`config.mk`:
```
export PLATFORM = sky130hd
export DESIGN_NAME = fct_queue
export DESIGN_NICKNAME = d
export VERILOG_FILES = /design/src/hdl/fct_pkg.sv /design/src/hdl/fct_queue.sv
export VERILOG_INCLUDE_DIRS = /design/src /design/src/hdl
export SDC_FILE = /design/constraint.sdc
export NUM_CORES = 1
export LEC_CHECK = 0
export BUFFER_PORTS_ARGS = -buffer_cell sky130_fd_sc_hd__buf_4
export CAP_MARGIN = 20
export CELL_PAD_IN_SITES_DETAIL_PLACEMENT = 0
export CELL_PAD_IN_SITES_GLOBAL_PLACEMENT = 1
export CORE_MARGIN = 1
export CORE_UTILIZATION = 40
export DETAILED_ROUTE_END_ITERATION = 10
export PLACE_DENSITY = 0.64
export SLEW_MARGIN = 30
export SYNTH_ARGS = -nofsm -noshare
export SYNTH_HDL_FRONTEND = slang
export SYNTH_SLANG_ARGS = --single-unit
```
`constraint.sdc`:
```
create_clock -name clock -period 7.14 [get_ports clock]
set_input_delay 0.357 -clock clock [delete_from_list [all_inputs] [get_ports clock]]
set_output_delay 0.357 -clock clock [all_outputs]
set_load 0.03 [all_outputs]
```
`src/hdl/frame_coordinate_transform_macros.svh`:
```
// assertion macros shared by the frame coordinate transform modules
`ifndef FRAME_COORDINATE_TRANSFORM_MACROS_SVH
`define FRAME_COORDINATE_TRANSFORM_MACROS_SVH

// consequent must hold in the same cycle as the antecedent
`define FCT_ASSERT_SAME(label, ante, cons, msg) \
   label: assert property (@(posedge clock) disable iff (reset) (ante) |-> (cons)) \
      else $error(msg);

// consequent must hold in the cycle after the antecedent
`define FCT_ASSERT_NEXT(label, ante, cons, msg) \
   label: assert property (@(posedge clock) disable iff (reset) (ante) |=> (cons)) \
      else $error(msg);

`endif

```
`src/hdl/fct_pkg.sv`:
```
// shared types, constants and helpers for the frame coordinate transform
package fct_pkg;

   // number formats
   localparam int COORD_WIDTH     = 32;
   localparam int AXIS_BITS       = 18;
   localparam int AXIS_FRAC       = 16;
   localparam int AXIS_PACK_WIDTH = 3 * AXIS_BITS;
   localparam int OPND_WIDTH      = COORD_WIDTH + 1;
   localparam int PROD_WIDTH      = OPND_WIDTH + AXIS_BITS;
   localparam int DOT_WIDTH       = 2 * AXIS_BITS;
   localparam int SUM_WIDTH       = PROD_WIDTH + 2;
   localparam int ACC_WIDTH       = SUM_WIDTH - AXIS_FRAC + 1;
   localparam int TOL_WIDTH       = 16;
   localparam int CMD_WIDTH       = 3;
   localparam int OP_WIDTH        = 2;
   localparam int CSR_INDEX_WIDTH = 3;

   localparam int QUEUE_DEPTH_DEFAULT = 4;

   // command codes
   localparam logic [CMD_WIDTH-1:0] CMD_W2L_POINT  = 3'd0;
   localparam logic [CMD_WIDTH-1:0] CMD_L2W_POINT  = 3'd1;
   localparam logic [CMD_WIDTH-1:0] CMD_W2L_VECTOR = 3'd2;
   localparam logic [CMD_WIDTH-1:0] CMD_L2W_VECTOR = 3'd3;
   localparam logic [CMD_WIDTH-1:0] CMD_CHECK      = 3'd4;

   // operation classes handed from front to back
   localparam logic [OP_WIDTH-1:0] OP_NONE  = 2'd0;
   localparam logic [OP_WIDTH-1:0] OP_W2L   = 2'd1;
   localparam logic [OP_WIDTH-1:0] OP_L2W   = 2'd2;
   localparam logic [OP_WIDTH-1:0] OP_CHECK = 2'd3;

   // register indexes
   localparam logic [CSR_INDEX_WIDTH-1:0] REG_AXIS_X   = 3'd0;
   localparam logic [CSR_INDEX_WIDTH-1:0] REG_AXIS_Y   = 3'd1;
   localparam logic [CSR_INDEX_WIDTH-1:0] REG_AXIS_Z   = 3'd2;
   localparam logic [CSR_INDEX_WIDTH-1:0] REG_ORIGIN_X = 3'd3;
   localparam logic [CSR_INDEX_WIDTH-1:0] REG_ORIGIN_Y = 3'd4;
   localparam logic [CSR_INDEX_WIDTH-1:0] REG_ORIGIN_Z = 3'd5;
   localparam logic [CSR_INDEX_WIDTH-1:0] REG_TOL      = 3'd6;

   // register reset values: identity frame
   localparam logic [AXIS_PACK_WIDTH-1:0] AXIS_X_RESET =
      AXIS_PACK_WIDTH'(1) << AXIS_FRAC;
   localparam logic [AXIS_PACK_WIDTH-1:0] AXIS_Y_RESET =
      AXIS_PACK_WIDTH'(1) << (AXIS_FRAC + AXIS_BITS);
   localparam logic [AXIS_PACK_WIDTH-1:0] AXIS_Z_RESET =
      AXIS_PACK_WIDTH'(1) << (AXIS_FRAC + 2 * AXIS_BITS);
   localparam logic [TOL_WIDTH-1:0] TOL_RESET = 16'd64;

   typedef struct packed {
      logic [CMD_WIDTH-1:0]          cmd;
      logic signed [COORD_WIDTH-1:0] in_x;
      logic signed [COORD_WIDTH-1:0] in_y;
      logic signed [COORD_WIDTH-1:0] in_z;
   } req_type;

   typedef struct packed {
      logic signed [COORD_WIDTH-1:0] out_x;
      logic signed [COORD_WIDTH-1:0] out_y;
      logic signed [COORD_WIDTH-1:0] out_z;
      logic                          saturated;
      logic                          is_orthonormal;
   } rsp_type;

   typedef struct packed {
      logic [AXIS_PACK_WIDTH-1:0]    axis_x;
      logic [AXIS_PACK_WIDTH-1:0]    axis_y;
      logic [AXIS_PACK_WIDTH-1:0]    axis_z;
      logic signed [COORD_WIDTH-1:0] origin_x;
      logic signed [COORD_WIDTH-1:0] origin_y;
      logic signed [COORD_WIDTH-1:0] origin_z;
      logic [TOL_WIDTH-1:0]          tol;
   } cfg_type;

   // classified item waiting between front and back
   typedef struct packed {
      logic [OP_WIDTH-1:0]          op;
      logic                         add_origin;
      logic signed [OPND_WIDTH-1:0] opnd_x;
      logic signed [OPND_WIDTH-1:0] opnd_y;
      logic signed [OPND_WIDTH-1:0] opnd_z;
   } work_type;

   // one signed Q1.16 component of a packed axis
   function automatic logic signed [AXIS_BITS-1:0] axis_comp(
      input logic [AXIS_PACK_WIDTH-1:0] packed_axis,
      input logic [1:0]                 comp
   );
      axis_comp = $signed(packed_axis[AXIS_BITS * comp +: AXIS_BITS]);
   endfunction

endpackage

```
`src/hdl/fct_queue.sv`:
```
// short queue of classified words between front and back
`include "frame_coordinate_transform_macros.svh"

module fct_queue #(
   parameter int QUEUE_DEPTH = fct_pkg::QUEUE_DEPTH_DEFAULT
) (
   input  logic                clock,
   input  logic                reset,
   input  logic                push_valid,
   output logic                full,
   input  fct_pkg::work_type   push_data,
   output logic                pop_valid,
   input  logic                pop_ready,
   output fct_pkg::work_type   pop_data
);
   import fct_pkg::*;

   localparam int PTR_WIDTH   = $clog2(QUEUE_DEPTH);
   localparam int COUNT_WIDTH = $clog2(QUEUE_DEPTH + 1);
   localparam logic [PTR_WIDTH-1:0]   LAST_PTR    = PTR_WIDTH'(QUEUE_DEPTH - 1);
   localparam logic [COUNT_WIDTH-1:0] DEPTH_COUNT = COUNT_WIDTH'(QUEUE_DEPTH);

   work_type               mem_ff [QUEUE_DEPTH];
   logic [PTR_WIDTH-1:0]   wr_ptr_ff;
   logic [PTR_WIDTH-1:0]   wr_ptr_in;
   logic [PTR_WIDTH-1:0]   rd_ptr_ff;
   logic [PTR_WIDTH-1:0]   rd_ptr_in;
   logic [COUNT_WIDTH-1:0] count_ff;
   logic [COUNT_WIDTH-1:0] count_in;
   logic                   push;
   logic                   pop;

   assign full      = (count_ff == DEPTH_COUNT);
   assign pop_valid = (count_ff != '0);
   assign push      = push_valid && !full;
   assign pop       = pop_valid && pop_ready;
   assign pop_data  = mem_ff[rd_ptr_ff];

   // pointer and fill count update
   always_comb begin
      wr_ptr_in = wr_ptr_ff;
      rd_ptr_in = rd_ptr_ff;
      if (push) begin
         wr_ptr_in = (wr_ptr_ff == LAST_PTR) ? '0 : wr_ptr_ff + 1'b1;
      end
      if (pop) begin
         rd_ptr_in = (rd_ptr_ff == LAST_PTR) ? '0 : rd_ptr_ff + 1'b1;
      end
      count_in = count_ff + COUNT_WIDTH'(push) - COUNT_WIDTH'(pop);
   end

   always_ff @(posedge clock) begin
      if (reset) begin
         wr_ptr_ff <= '0;
         rd_ptr_ff <= '0;
         count_ff  <= '0;
      end else begin
         wr_ptr_ff <= wr_ptr_in;
         rd_ptr_ff <= rd_ptr_in;
         count_ff  <= count_in;
      end
   end

   // storage write
   always_ff @(posedge clock) begin
      if (push) begin
         mem_ff[wr_ptr_ff] <= push_data;
      end
   end

   `FCT_ASSERT_SAME(a_count_bound, 1'b1, count_ff <= DEPTH_COUNT, "queue count above depth")
   `FCT_ASSERT_NEXT(a_count_down, pop && !push, count_ff == $past(count_ff) - 1'b1, "queue count did not fall on pop")
   `FCT_ASSERT_NEXT(a_count_up, push && !pop, count_ff == $past(count_ff) + 1'b1, "queue count did not rise on push")

endmodule

```
==> results.md, run 1 <==
- Pleak: 6.68 nW
- Vias in the first global route: 8009
- Place WS: 4.27 ns
- Post-CTS Resized: 0
- Site row count: 71
- Seq pwr share: 42.7%
- Synth Area in XOR/XNOR: 0.0576%
- Filler cells: 2947
- Max-cap violations: 0
- Crit-path leading delay family: buffers and inverters
- Final period util: 45.3%
- Synth Instances: 583
- Fin crit period: 3.24 ns
- Via density per instance: 4.89
- Synth Area in Compound Gates: 0.247%
- Yosys warnings: 0
- Fraction of the mapped netlist area in adder cells: 0.708%
- FF+latch count, synth: 417
- Clock power share: 30.5%
- RePlAce Congestion: 0.719
- First-pass GRT wire length: 46.1 mm
- Hold crit path type: in -> reg
- Commonest non-fill, non-tap cell in the layout: edfxtp_1
- CP startpoint kind: flip-flop
- Syn_nets: 697
- # DRC: 0
- Die footprint: 38800 um^2
- GRT Overall Usage: 16.0%
- Post-Route WL: 30.1 mm
- Cell chain of the critical path: buf_4 > mux4_2 > buf_4
- TritonCTS clock tree: built
- Port Buffers: 209
- ANT nets after route: 0
- Final net count: 1037
- Post-synthesis simple-gate area fraction: 0.716%
- Worst path required time: 6.78 ns
- CORE AREA: 37500 um^2
- Fin util: 52.8%
- Share of cells above drive strength 1: 40.6%
- Skew final: 0.0161 ns
- Register area share after synthesis: 81.8%
- Worst R2R Setup Slack: 4.57 ns
- Switching portion of total power: 29.1%
- Main combinational cell family by area after synthesis: multiplexers
- Total negative slack: 0 ns
- Fmax: 0.309 GHz
- Via count: 7188
- Num Clock Sinks: 417
- Antenna violations before repair: 5
- Post-route cell area: 19800 um^2
- CTS H-tree depth: 2
- Clk_lat worst skew: 0.55 ns
- Crit-path max FO: 61
- Most Frequent Cell on Critical Path: buf_4
- GRT Residual Overflow: 0
- DIE WIDTH: 197 um
- Final Hold Slack: 0.0415 ns
- Run status: finished clean
- Area Overhead vs Synth: 30.1%
- DRT iter0 DRCs: 294
- Critical setup path kind: reg -> out
- Clk slew on worst S/H paths: 0.06 ns
- WP buf/inv: 2
- P_sw: 0.00211 W
- Largest net degree at the start of global routing: 69
- Peak VDD IR: 237 uV
- Max Buffers Root-to-Sink: 3
- Synth unique cells: 27
- IO Pins: 210
- Logic pwr share: 26.8%
- Cell area after synthesis: 15200 um^2
- DP HPWL: 17.2 mm
- Setup-failing EPs final: 0
- Avg WL per Cell: 20.5 um
- Slew headroom: 35.7%
- Critical path arrival: 2.88 ns
- RSZ-0062 raised after global routing: no
- Cell taking the most area after synthesis: edfxtp_1
- Average size of a mapped cell: 26.1 um^2
- Slowest CP cell: buf_4
- Placed Area: 17300 um^2
- Pwr dens: 367 nW/um^2
- Worst-Margin Slew: 0.965 ns
- Slowest cell delay on critical path: 0.85 ns
- Int Power: 0.00515 W
- Leading cell types in the layout, fill and taps excluded: 408 x edfxtp_1, 210 x buf_4, 102 x mux4_2, 102 x dlygate4sd3_1, 45 x clkbuf_16
- Drt pass-1 iters: 4
- CP Capture Type: output pin
- Root Buffer: clkbuf_16
- Share of the synthesized area in the top cell type: 80.6%
- Initial Utilization: 40.6%
- Max-slew violation count: 0
- Fraction of synthesized area in multiplexers: 15.2%
- Final worst slack: 3.90 ns
- Final Hold Viols: 0
- Chip height: 197 um
- Area contributors post-synth: edfxtp_1 81%, mux4_2 15%, dfxtp_1 1.2%
- Clock buffer count from CTS: 44
sequential cells by signal, summed over array words and instances (netlist names), named ones only:
register,flops
mem_ff,408
count_ff,3
wr_ptr_ff,2
rd_ptr_ff,2
area by class of cell:
class | instances | area, um^2 | share of cell area [%]
diodes | 2 | 5.00 | 0.0253
flip-flops and latches | 417 | 12400 | 62.9
well taps | 511 | 639 | 3.23
multi-input cells | 135 | 2580 | 13.1
clock inverters | 27 | 255 | 1.29
clock buffers | 52 | 1150 | 5.82
repair buffers | 318 | 2680 | 13.6
inverters | 7 | 26.3 | 0.133
worst paths after layout:
kind,start,cells past startpoint,end
max,flip-flop,3,pop_data[1]
min,push_data[26],1,mem_ff[2][26]
max reg2reg,count_ff[2],11,count_ff[2]
min reg2reg,rd_ptr_ff[0],2,flip-flop
logic make-up after synthesis:
kind of cell    after synthesis
compound gates                5
xor+xnor                      1
fa+ha+maj                     8
buf+inv                      31
flops                       417
mux                         103
simple gates                 18
per-layer routing:
layer	part of all wire [%]	routed length (um)	global-route usage (%)
met2	50	15000	26.7
met4	2.2	650	5.77
met5	0.15	44	0
met3	5.7	1720	4.28
met1	42	12700	20.2
stage by stage:
step | instances | power (W)
after floorplan | 583 | 0.00440
after global placement | 1285 | 0.00504
after global routing | 1469 | 0.00755
after detailed placement | 1286 | 0.00510
after CTS | 1467 | 0.00737
final | 1469 | 0.00726
power by group through the flow:
stage	Sequential [W]	Clock [W]	Combinational, W
6_report	0.00310	0.00221	0.00194
3_3_place_gp	0.00317	0	0.00187
5_1_grt	0.00313	0.00236	0.00206
2_1_floorplan	0.00309	0	0.00130
4_1_cts	0.00311	0.00227	0.00199
3_5_place_dp	0.00316	0	0.00193
cells in the mapped netlist:
master / n
buf_2: 10
mux2i_1: 1
ha_1: 7
buf_6: 9
nor2b_1: 1
buf_4: 1
mux4_2: 102
o31ai_2: 1
a21oi_1: 2
inv_1: 7
xor2_1: 1
nor3_1: 2
a21o_1: 1
and3_2: 4
and2_4: 1
and2_1: 1
nand3_1: 2
fa_1: 1
dfxtp_1: 9
clkbuf_1: 4
or3_2: 1
edfxtp_1: 408
or3_1: 1
o31ai_1: 1
or3b_1: 1
nand2_1: 1
nor2_1: 3
repair_timing:
action,CTS,global route
hold buffers,102,0
hold endpoints to repair,404,0
setup buffers,0,0
No activity file was read; power rests on OpenSTA's default activity.
==> run 2, diff against run 1 <==
ABC_AREA = 1   (was unset)
PLACE_DENSITY = 0.67   (was 0.64)
clock period = 3.35 ns   (was 7.14 ns; I/O delays follow)
==> results.md, run 2 <==
- Run status: finished clean
- Max-cap violations: 0 (unchanged)
- Logic pwr share: 36.1% (+9.3 points)
- Hold buffer count at CTS: 105 (+2.9%)
- Yosys warnings: 0 (unchanged)
- Slowest cell delay on critical path: 0.46 ns (-0.39 ns)
- Placed Area: 18300 um^2 (+5.5%)
- RePlAce Congestion: 0.714 (-0.75%)
- Met3 wire len: 2.00 mm (+16%)
- Max-slew violation count: 0 (unchanged)
- Register cell area after layout: 12400 um^2 (unchanged)
- M1 wire length: 15.9 mm (+26%)
- P_sw: 0.00640 W (+200%)
- Post-synth ARST share: 0% (unchanged)
- Cell chain of the critical path: inv_8 > buf_12 > nor2_1 > o22ai_1 > buf_4
- Switching portion of total power: 36.0% (+6.9 points)
- Highest metal used: met4
- GRT Residual Overflow: 0 (unchanged)
- Non-Filler Instances: 1922 (+31%)
- Skew final: 0.0165 ns (+0.000440 ns)
- Seq pwr share: 36.9% (-5.8 points)
- Most common cell in the synthesized netlist: edfxtp_1
- Final period util: 77.4%
- Clock buffer count from CTS: 45 (+2.3%)
- Area Overhead vs Synth: 28.4%
- Leading cell types in the layout, fill and taps excluded: 408 x edfxtp_1, 216 x buf_4, 187 x nor2_1, 140 x o21ai_0, 105 x dlygate4sd3_1
- DIE WIDTH: 203 um (+3.2%)
- Fin crit period: 2.59 ns
- Share of the synthesized area in the top cell type: 75.7% (-4.9 points)
- Average size of a mapped cell: 15.4 um^2 (-41%)
- Initial Utilization: 40.6% (+0.098 points)
- WP buf/inv: 3 (+1)
- Post-CTS setup buffer count: 0 (unchanged)
- Synth unique cells: 26 (-3.7%)
- Register area share after synthesis: 76.8% (-5.0 points)
- Vias in the first global route: 9721 (+21%)
- Final net count: 1478 (+43%)
- Clk slew on worst S/H paths: 0.06 ns (about the same)
- Port Buffers: 209 (unchanged)
- CTS H-tree depth: 2 (unchanged)
- Max reg flops: 408 (unchanged)
- FF+latch count, synth: 417 (unchanged)
- Most used DFF post-synth: edfxtp_1
- Synth Instances: 1050 (+80%)
- Cell area after synthesis: 16200 um^2 (+6.5%)
- Placed Cells: 1737 (+35%)
- Slew headroom: 48.0% (+12 points)
- Final Hold Viols: 0 (unchanged)
- Setup-failing EPs final: 0 (unchanged)
- Largest net degree at the start of global routing: 117 (+70%)
- Antenna violations before repair: 2 (-3)
- GRT Overall Usage: 17.6% (+1.6 points)
- Die footprint: 41300 um^2 (+6.4%)
- Area contributors post-synth: edfxtp_1 76%, nor2_1 4.4%, o21ai_0 4.3%
- Share of cells above drive strength 1: 28.7% (-12 points)
- CP Capture Type: output pin
- Fmax: 0.385 GHz
- Filler cells: 3351 (+14%)
- Power, Total: 0.0178 W (+150%)
- Worst path required time: 3.18 ns (-3.60 ns)
- Number of enable flip-flop cells after synthesis: 408 (unchanged)
- Int Power: 0.0114 W (+120%)
- TritonCTS clock tree: built
- Biggest regs: mem_ff x408, count_ff x3
- Critical path arrival: 2.43 ns (-0.45 ns)
- Largest register by flop count: mem_ff
- ANT nets after route: 0 (unchanged)
- IO Pins: 210 (unchanged)
- RSZ-0062 raised after global routing: no
- Syn_nets: 1164 (+67%)
- Drt pass-1 iters: 4 (unchanged)
- Num Clock Sinks: 417 (unchanged)
- CORE AREA: 39800 um^2 (+6.2%)
- DP HPWL: 19.3 mm (+12%)
- Via count: 9612 (+34%)
- Footprint of the multi-input gates: 3270 um^2 (+27%)
- Max Buffers Root-to-Sink: 3 (unchanged)
- Slowest CP cell: inv_8
- Met2 WL post-DR: 17.2 mm (+15%)
- Site row count: 73 (+2.8%)
- Pwr dens: 857 nW/um^2 (+130%)
- Root Buffer: clkbuf_16
- Peak VDD IR: 532 uV (+120%)
- CP startpoint kind: flip-flop
- Post-route cell area: 20800 um^2 (+5.1%)
- Commonest non-fill, non-tap cell in the layout: edfxtp_1
- Worst-Margin Slew: 0.780 ns (-0.185 ns)
- Post-CTS Resized: 0 (unchanged)
- Crit-path max FO: 66 (+8.2%)
- Clock power share: 27.0% (-3.5 points)
- Hold crit path type: in -> reg
- Post-Route WL: 35.9 mm (+19%)
- Via density per instance: 5.00 (+2.2%)
- Most frequent cells after synthesis: 408 x edfxtp_1, 191 x nor2_1, 140 x o21ai_0, 72 x o22ai_1, 40 x o21ai_2
- Pleak: 7.26 nW (+8.7%)
- Cell taking the most area after synthesis: edfxtp_1
- Avg WL per Cell: 18.7 um (-8.8%)
- First-pass GRT wire length: 55.8 mm (+21%)
- # DRC: 0 (unchanged)
- Chip height: 203 um (+3.2%)
- DRT iter0 DRCs: 606 (+110%)
- Clk_lat worst skew: 0.56 ns (about the same)
- Critical setup path kind: reg -> out
- Crit-path leading delay family: buffers and inverters
-- run 2: changes by cell type in the layout (fill, tap and decap cells not counted), moves of 9 or more --
cell / before / now
o21ai_1: 0 / 24
o22ai_2: 0 / 30
buf_12: 2 / 12
nor2_4: 0 / 34
nand2_1: 1 / 10
nor2_1: 3 / 187
mux4_2: 102 / 0
o21ai_2: 0 / 40
o22ai_1: 0 / 72
o21ai_0: 0 / 140
-- run 2: final timing paths --
check / slack [ns] / to / startpoint / depth (start not counted)
max: 0.76 / pop_data[68] / flip-flop / 5
min: 0.35 / count_ff[1] / reset / 3
max reg2reg: 1.07 / count_ff[2] / count_ff[1] / 12
min reg2reg: 0.53 / flip-flop / rd_ptr_ff[1] / 2
-- run 2: cell families after synthesis --
logic type / share of synthesized area [%]
XOR/XNOR: 0.0541
buffers and inverters: 3.16
flip-flops: 76.8
AND/OR/NAND/NOR: 6.91
AO/OA/AOI/OAI: 12.4
adder cells (fa/ha/maj): 0.665
-- run 2: routing by layer --
metal	up-vias	GRT usage, %
li1	4577	-
met1	4796	23.3
met2	193	28.7
met3	46	4.15
met4	0	5.69
met5	-	0
-- run 2: power groups by stage --
stage	logic [W]	clock network, W	registers [W]
detailed placement	0.00642	0	0.00668
floorplan	0.00420	0	0.00667
CTS	0.00654	0.00495	0.00658
finish	0.00643	0.00482	0.00657
global placement	0.00640	0	0.00667
global route	0.00691	0.00516	0.00663
-- run 2: stage by stage --
stage,utilization [%],worst slack (ns),setup TNS [ns],hold WS [ns]
floorplan,-,-0.509,-207.47,0.234
global placement,46.0,1.07,0,0.356
detailed placement,46.0,1.08,0,0.364
CTS,52.2,0.686,0,0.304
global route,52.2,0.596,0,0.333
finish,52.2,0.756,0,0.346
-- run 2: worst reg2reg max path: cells and delay by family (launching register included) --
kind | cells | cell delay [ns]
flip-flops | 1 | 0.35
AND/OR/NAND/NOR | 6 | 0.83
buffers and inverters | 3 | 0.19
adder cells (fa/ha/maj) | 3 | 0.80
-- run 2: final cells by class --
class                           count  area share, %
Sequential cell                   417           59.8
Multi-Input combinational cell    552           15.8
Timing Repair Buffer              333           14.0
Clock buffer                       58           5.90
Tap cell                          525           3.16
Clock inverter                     20          0.993
Inverter                           15          0.319
Antenna cell                        2         0.0241
==> run 3, diff against run 2 <==
PLACE_DENSITY = 0.7   (was 0.67)
clock period = 2.3 ns   (was 3.35 ns; I/O delays follow)
==> results.md, run 3 (synthesis gave the netlist of run 2 again) <==
- Run status: finished clean
- Critical R2R Launch: count_ff[1]
- Root Buffer: clkbuf_16
- Critical setup path kind: reg -> out
- FF-to-FF path depth: 12 (unchanged)
- Fin crit period: 2.20 ns
- CP Capture Type: output pin
- Worst R2R Setup Slack: 0.36 ns (-0.71 ns)
- DP HPWL: 19.9 mm (+3.1%)
- Avg WL per Cell: 18.2 um (-2.6%)
- Via density per instance: 4.95 (-0.93%)
- TritonCTS clock tree: built
- Biggest regs: mem_ff x408, count_ff x3
- RSZ-0062 raised after global routing: yes
- Hold crit path type: in -> reg
- Critical path arrival: 2.09 ns (-0.34 ns)
- Crit-path max FO: 51 (-23%)
- Initial Utilization: 40.6% (unchanged)
- Chip height: 203 um (unchanged)
- Share of cells above drive strength 1: 30.2% (+1.5 points)
- Site row count: 73 (unchanged)
- Antenna violations before repair: 1 (-1)
- CORE AREA: 39800 um^2 (unchanged)
- Final Hold Viols: 0 (unchanged)
- Pwr dens: 1270 nW/um^2 (+48%)
- Drt pass-1 iters: 5 (+1)
- Max Buffers Root-to-Sink: 3 (unchanged)
- Largest net degree at the start of global routing: 105 (-10%)
- Setup-failing EPs final: 0 (unchanged)
- Vias in the first global route: 9732 (+0.11%)
- Total negative slack: 0 ns (unchanged)
- Power, Total: 0.0268 W (+50%)
- Num Clock Sinks: 417 (unchanged)
- Filler cells: 3291 (-1.8%)
- ANT nets after route: 0 (unchanged)
- Largest register by flop count: mem_ff
- Slew headroom: 66.4% (+18 points)
- Crit path to: pop_data[20]
- Post-Route WL: 35.3 mm (-1.7%)
- Worst r2r dst: count_ff[2]
- GRT Overall Usage: 17.1% (-0.46 points)
- Die footprint: 41300 um^2 (unchanged)
- Place WS: 0.357 ns (-0.724 ns)
- Final net count: 1492 (+0.95%)
- Worst-Margin Slew: 0.503 ns (-0.277 ns)
- Max-slew violation count: 0 (unchanged)
- Commonest non-fill, non-tap cell in the layout: edfxtp_1
- Final period util: 95.8%
- IO Pins: 210 (unchanged)
- DRT iter0 DRCs: 489 (-19%)
- # DRC: 0 (unchanged)
- Via count: 9612 (unchanged)
- Area Overhead vs Synth: 30.8%
- Clock buffer count from CTS: 45 (unchanged)
- Final worst slack: 0.0977 ns (-0.658 ns)
- Worst path required time: 2.18 ns (-1.00 ns)
- Max reg flops: 408 (unchanged)
- Clk_lat worst skew: 0.56 ns (about the same)
- Leading cell types in the layout, fill and taps excluded: 408 x edfxtp_1, 222 x buf_4, 186 x nor2_1, 140 x o21ai_0, 105 x dlygate4sd3_1
- Fmax: 0.454 GHz
- GRT Residual Overflow: 0 (unchanged)
- RePlAce Congestion: 0.723 (+1.3%)
- Port Buffers: 209 (unchanged)
- CP startpoint kind: flip-flop
- CTS H-tree depth: 2 (unchanged)
- Pleak: 7.43 nW (+2.4%)
- Skew final: 0.0207 ns (+0.00420 ns)
- Final Hold Slack: 0.269 ns (-0.0761 ns)
- First-pass GRT wire length: 54.2 mm (-2.9%)
- Post-CTS setup buffer count: 0 (unchanged)
- Clk slew on worst S/H paths: 0.05 ns (about the same)
- Max-cap violations: 0 (unchanged)
- DIE WIDTH: 203 um (unchanged)
- Peak VDD IR: 779 uV (+46%)
## run 3: cell types whose count changed in the layout (fill, tap and decap cells not counted), moves of 3 or more
cell and change:
buf_4 +6, clkinvlp_4 +3, bufinv_16 +5, buf_12 +7
## run 3: worst min-delay path by stage
stage / start / depth (start not counted) / slack (ns) / to
4_1_cts: reset / 3 / 0.22 / count_ff[1]
6_report: reset / 3 / 0.27 / count_ff[1]
5_1_grt: reset / 3 / 0.26 / count_ff[0]
3_3_place_gp: reset / 2 / 0.28 / count_ff[1]
3_5_place_dp: reset / 2 / 0.29 / count_ff[1]
2_1_floorplan: reset / 1 / 0.17 / count_ff[1]
## run 3: worst max-delay path: stages, from the launching register on
cell	delay, ns
dfxtp_4	0.42
clkinv_8	0.26
buf_12	0.28
o21ai_0	0.24
o22ai_2	0.12
buf_4	0.19
## run 3: layout make-up
type | count | area [um^2] | area share (%)
sequential | 417 | 12400 | 58.8
clock inverter | 28 | 384 | 1.81
multi-input combinational | 552 | 3290 | 15.6
timing repair buffer | 347 | 3110 | 14.7
inverter | 15 | 73.8 | 0.349
clock buffer | 55 | 1210 | 5.70
antenna | 1 | 2.50 | 0.0118
tap | 525 | 657 | 3.10
## run 3: per-stage QoR
stage | instances | utilization, % | instance area (um^2)
2_1_floorplan | 1050 | - | 16200
3_3_place_gp | 1751 | 46.5 | 18500
3_5_place_dp | 1751 | 46.5 | 18500
4_1_cts | 1939 | 53.1 | 21200
5_1_grt | 1939 | 53.2 | 21200
6_report | 1940 | 53.2 | 21200
## run 3: routing by layer
metal  part of all wire (%)  track usage [%]
met5                      0                0
met2                     50             28.8
met3                    5.6             3.93
met1                     42             21.7
met4                    2.3             6.23
## run 3: where the power goes
group	switching (W)	leakage, nW	internal (W)
registers	0.000264	3.81	0.00932
clock network	0.00291	0.763	0.00476
logic	0.00628	2.86	0.00326
## run 3: repair_timing
item,CTS,global route
endpoints found under the setup margin,0,17
gates resized for setup,0,3
hold buffers,105,0
endpoints found under the hold margin,417,0
